[src/hdl/gru_cell_step_macros.svh]
// Assertion macros for the gru_cell_step block.
// Used by modules under hdl; no other dependencies.
`ifndef GRU_CELL_STEP_MACROS_SVH
`define GRU_CELL_STEP_MACROS_SVH
`ifndef SYNTH
`define GRU_ASSERT_IMPL(label, clk, rst_n, a, c) \
  label: assert property (@(posedge clk) disable iff (!rst_n) (a) |-> (c)) else $error("gru check failed");
`define GRU_ASSERT_NEXT(label, clk, rst_n, a, c) \
  label: assert property (@(posedge clk) disable iff (!rst_n) (a) |=> (c)) else $error("gru check failed");
`else
`define GRU_ASSERT_IMPL(label, clk, rst_n, a, c)
`define GRU_ASSERT_NEXT(label, clk, rst_n, a, c)
`endif
`endif

[src/hdl/gru_pkg.sv]
// Shared types and constants for the gru_cell_step block.
// No dependencies.
`default_nettype none
package gru_pkg;
  typedef enum logic [1:0] {
    OP_WEIGHT = 2'd0,
    OP_BIAS   = 2'd1,
    OP_INPUT  = 2'd2,
    OP_CLEAR  = 2'd3
  } opcode_t;

  localparam int unsigned ACC_W = 48;

  typedef enum logic [6:0] {
    S_IDLE = 7'b0000001,
    S_ZR   = 7'b0000010,
    S_RH   = 7'b0000100,
    S_CAND = 7'b0001000,
    S_UPD  = 7'b0010000,
    S_MIX  = 7'b0100000,
    S_EMIT = 7'b1000000
  } state_t;

  // control word broadcast to the row of cells
  typedef struct packed {
    logic clear;    // zero h
    logic acc_clr;  // zero gate accumulators
    logic acc_en;   // accumulate product into gate accumulator
    logic [1:0] sel;// which gate accumulator
    logic rh_en;    // form r*h
    logic fin_en;   // finish z and candidate
    logic mix_en;   // compute new h
    logic shift;    // rotate hidden ring for emission
  } cell_ctl_t;

  function automatic logic signed [15:0] to_q12(input logic signed [ACC_W-1:0] a);
    logic signed [ACC_W-1:0] q;
    begin
      q = (a + ACC_W'(2048)) >>> 12;
      if (q > ACC_W'(32767)) to_q12 = 16'sh7fff;
      else if (q < -ACC_W'(32768)) to_q12 = 16'sh8000;
      else to_q12 = q[15:0];
    end
  endfunction

  function automatic logic signed [15:0] hard_sig(input logic signed [15:0] s);
    logic signed [16:0] y;
    begin
      y = 17'sd2048 + 17'(s >>> 2);
      if (y < 0) hard_sig = 16'sd0;
      else if (y > 17'sd4096) hard_sig = 16'sd4096;
      else hard_sig = y[15:0];
    end
  endfunction

  function automatic logic signed [15:0] hard_tanh(input logic signed [15:0] s);
    begin
      if (s > 16'sd4096) hard_tanh = 16'sd4096;
      else if (s < -16'sd4096) hard_tanh = -16'sd4096;
      else hard_tanh = s;
    end
  endfunction
endpackage
`default_nettype wire

[src/hdl/gru_cell.sv]
// One hidden row of the GRU: holds h[j], three gate accumulators and z.
// Uses gru_pkg; passes its h to cell j-1 (wrapping) when the ring shifts.
`default_nettype none
module gru_cell (
  input  wire logic clk,
  input  wire logic rst_n,
  input  wire gru_pkg::cell_ctl_t ctl,
  input  wire logic signed [15:0] weight,
  input  wire logic signed [15:0] operand,
  input  wire logic signed [15:0] bias_z,
  input  wire logic signed [15:0] bias_r,
  input  wire logic signed [15:0] bias_c,
  input  wire logic signed [15:0] h_in,
  output logic signed [15:0] h_out,
  output logic signed [15:0] rh_out
);
  import gru_pkg::*;
  logic signed [15:0] h_r, h_nxt, z_r, z_nxt, rh_r, rh_nxt, c_r, c_nxt;
  logic signed [ACC_W-1:0] acc_r [3];
  logic signed [ACC_W-1:0] acc_nxt [3];
  logic signed [31:0] prod_r;
  logic signed [31:0] prod_nxt;
  logic vld_r;
  logic [1:0] sel_r;
  logic signed [15:0] r_q;

  assign prod_nxt = weight * operand;
  assign r_q = hard_sig(to_q12(acc_r[1] + (ACC_W'(bias_r) <<< 12)));

  always_comb begin
    acc_nxt = acc_r;
    if (vld_r) acc_nxt[sel_r] = acc_r[sel_r] + ACC_W'(prod_r);
    if (ctl.acc_clr) begin
      acc_nxt[0] = '0; acc_nxt[1] = '0; acc_nxt[2] = '0;
    end
    rh_nxt = rh_r;
    if (ctl.rh_en) rh_nxt = to_q12(ACC_W'(r_q * h_r));
    z_nxt = z_r;
    c_nxt = c_r;
    if (ctl.fin_en) begin
      z_nxt = hard_sig(to_q12(acc_r[0] + (ACC_W'(bias_z) <<< 12)));
      c_nxt = hard_tanh(to_q12(acc_r[2] + (ACC_W'(bias_c) <<< 12)));
    end
    h_nxt = h_r;
    if (ctl.mix_en)
      h_nxt = to_q12(ACC_W'(z_r * h_r) + ACC_W'((16'sd4096 - z_r) * c_r));
    if (ctl.shift) h_nxt = h_in;
    if (ctl.clear) h_nxt = '0;
  end

  always_ff @(posedge clk) begin
    if (!rst_n) begin
      h_r <= '0;
      vld_r <= 1'b0;
    end else begin
      h_r <= h_nxt;
      vld_r <= ctl.acc_en;
    end
    sel_r <= ctl.sel;
    prod_r <= prod_nxt;
    acc_r <= acc_nxt;
    rh_r <= rh_nxt;
    z_r <= z_nxt;
    c_r <= c_nxt;
  end

  assign h_out = h_r;
  assign rh_out = rh_r;
endmodule
`default_nettype wire
[config.mk]
export PLATFORM = sky130hd
export DESIGN_NAME = gru_cell
export DESIGN_NICKNAME = d
export VERILOG_FILES = /design/src/hdl/gru_cell_step_macros.svh /design/src/hdl/gru_pkg.sv /design/src/hdl/gru_cell.sv
export SDC_FILE = /design/constraint.sdc
export NUM_CORES = 2
export LEC_CHECK = 0
export ABC_AREA = 1
export BUFFER_PORTS_ARGS = -buffer_cell sky130_fd_sc_hd__buf_4
export CAP_MARGIN = 25
export CORE_UTILIZATION = 50
export DETAILED_ROUTE_END_ITERATION = 10
export GPL_TIMING_DRIVEN = 0
export PLACE_DENSITY = 0.66
export SYNTH_ARGS = -nofsm -noshare
export SYNTH_HDL_FRONTEND = slang
export SYNTH_SLANG_ARGS = --single-unit
[constraint.sdc]
create_clock -name clk -period 13.65 [get_ports clk]
set_clock_uncertainty 0.05 [all_clocks]
set_input_delay 1.365 -clock clk [delete_from_list [all_inputs] [get_ports clk]]
set_output_delay 1.365 -clock clk [all_outputs]
set_load 0.05 [all_outputs]
==> flow_summary.toml <==
[global_routing]
gr-total-overflow = 0
grt_pass1_vias = 48131
grt_usage = 0.307
grt_pass1_wl_um = 267000
grt_max_degree = 32
antenna_found_initial = 4

[flow_run]
drv_cap = 0

[yosys]
yosysMostFrequentCell = "inv_1"
yosysTopAreaCellShare = 0.360
yosys_warnings = 0
ys_ff_latch = 242
synthesis.area_um2 = 56000
ys.flop_type = "dfxtp_1"
synth_top_cell_by_area = "fa_1"
synth_async_sr_flop_share = 0
synth.top_cells.by_count = "inv_1 (1890), nand2_1 (1645), fa_1 (1008)"
syn-instance-count = 7329
synthTopCellsByArea = "fa_1 (36%), inv_1 (13%), nand2_1 (11%)"
avgSynthCellArea_um2 = 7.64
synth_edf_count = 47
ys_types = 68
synth_seq_area_share = 0.0949

[die]
std_cell_rows = 122
ios = 139
start_util = 0.505
die-area_um2 = 113000
die_height_um = 337
dieWidth_um = 337
coreArea_um2 = 111000

[timing]
final_hold_viol_count = 0
max_freq_ghz = 0.0795
rsz0062_at_grt = "false"
tns_ns = 0
finalWorstPathRequiredPeriod_ns = 12.58
post-route-period-util = 0.922
setup_viol = 0
relSlewSlack = 0.313
timing.final.max_slew_violations = 0
worst_pin_slew_ns = 1.03

[clock_network]
clock_latency_ns = 0.65
htreeDepth = 1
cts_tree = "yes"
cts_buffers = 29
cts_root_buf = "clkbuf_16"
clkSinkCount = 242
hold_buffers = 0
ctsResizeCount = 0
cts_buffer_depth = 3
cts_setup_buffers = 0
clk_pin_slew_ns = 0.08

[critical_path]
startpoint_type = "flip-flop"
startpoint = "z_r[2]"
crit_buf_inv = 10
cp_num_cells = 44
ff2ff_setup_slack_ns = 1.07
critPathCaptureType = "flip-flop"
crit_path_max_fanout = 12
critPathKind = "reg -> reg"
rr_endpoint = "h_out[4]"
crit_family = "adder cells"
r2r-start = "z_r[2]"
critical_path_required_ns = 14.05
crit_end = "h_out[4]"
cp_slowest_cell = "inv_1"
arrival_ns = 12.98
reg2regPathDepth = 44
critical-path-max-stage-delay_ns = 0.68
cp_common_cell = "nand2_1"

[cells_and_area]
fin_cells = 9008
layout-drive-gt1-share = 0.0366
area_growth_pct = 6.82
nNetsFinal = 9089
fill_cells = 10735

[hold_path]
hold_path.class = "reg -> reg"

[routing]
first_pass_iters = 5
drtIter0Drc = 3793
routed_via_density = 5.25
ant_nets = 0
wl_per_cell_um = 19.0
vias = 47325
wl_um = 171000
drc = 0

[placement]
hpwl_um = 148000
port_buffers = 122
globalplace.congestion = 0.984
placedCellCount = 8955

[status]
outcome = "completed"
-- area by class of cell --
cell class / instances / area (µm²) / share of cell area
flip-flops and latches: 242 / 5320 / 0.0888
clock buffers: 39 / 825 / 0.0138
diodes: 1 / 2.50 / 0.0000418
clock inverters: 13 / 146 / 0.00245
repair buffers: 123 / 927 / 0.0155
well taps: 1488 / 1860 / 0.0311
multi-input cells: 4953 / 42600 / 0.712
inverters: 1924 / 7220 / 0.121
plain buffers: 225 / 911 / 0.0152
-- worst min path at each step --
| stage | startpoint | end | slack [ns] | cells past startpoint |
|---|---|---|---|---|
| 3_5_place_dp | acc_r[98] | acc_r[98] | 0.40 | 2 |
| 6_report | acc_r[48] | acc_r[48] | 0.41 | 2 |
| 4_1_cts | acc_r[48] | acc_r[48] | 0.41 | 2 |
| 2_1_floorplan | acc_r[0] | acc_r[0] | 0.38 | 2 |
| 5_1_grt | acc_r[48] | acc_r[48] | 0.44 | 2 |
| 3_3_place_gp | acc_r[0] | acc_r[0] | 0.39 | 2 |
-- registers in the layout, summed over array words and instances (netlist names) --
register / cells
vld_r: 1
acc_r: 144
sel_r: 2
prod_r: 32
h_out: 16
c_r: 16
rh_out: 16
z_r: 15
-- logic make-up after synthesis --
logic type / share of synthesized area
AOI/OAI and AO/OA: 0.0859
adders and majority gates: 0.467
and+or+nand+nor: 0.172
other: 0.000134
DFF: 0.0949
buffers and inverters: 0.145
xor gates and xnor gates: 0.0350
-- layout by cell type (no fill, tap or decap), types with 12 or more instances in the layout --
cell type,synthesis,final
nor2_1,470,470
edfxtp_1,47,47
o211ai_1,15,15
dfxtp_1,195,195
nand2_1,1645,1645
a21o_1,12,12
o221ai_1,65,65
inv_1,1890,1890
clkbuf_16,0,30
ha_1,476,476
o21a_1,14,14
a31oi_1,27,27
inv_2,19,19
a21oi_1,356,356
xor2_1,147,147
buf_4,3,125
or2_2,25,25
clkinv_1,15,15
nand4_1,37,37
conb_1,2,17
xnor2_1,72,72
o21bai_1,53,53
o21ai_0,241,241
clkbuf_1,202,207
nand3_1,126,126
nand2_2,16,16
nor3_1,31,31
fa_1,1008,1008
-- metrics by stage --
step / util / hold WS [ns] / worst slack [ns] / area, µm²
3_5_place_dp: 0.531 / 0.401 / 1.35 / 58800
3_3_place_gp: 0.531 / 0.392 / 1.49 / 58800
5_1_grt: 0.540 / 0.440 / 0.466 / 59800
6_report: 0.540 / 0.410 / 1.07 / 59800
4_1_cts: 0.540 / 0.411 / 1.35 / 59800
2_1_floorplan: - / 0.379 / 3.88 / 56100
-- worst register-to-register path, delay by kind of cell (launching register included) --
family / cells / cell delay, ns
simple gates: 20 / 3.45
xor+xnor: 1 / 0.23
flops: 1 / 0.42
fa+ha+maj: 9 / 4.54
compound gates: 4 / 1.23
buf+inv: 10 / 2.51
-- layer usage --
metal	GRT usage	wire, µm
met5	0	30
met2	0.512	80000
met4	0.109	7020
met1	0.408	70800
met3	0.0425	13000
Power is not shown: default switching activity piles up to over one toggle a cycle in this logic, so the estimate is an artifact.
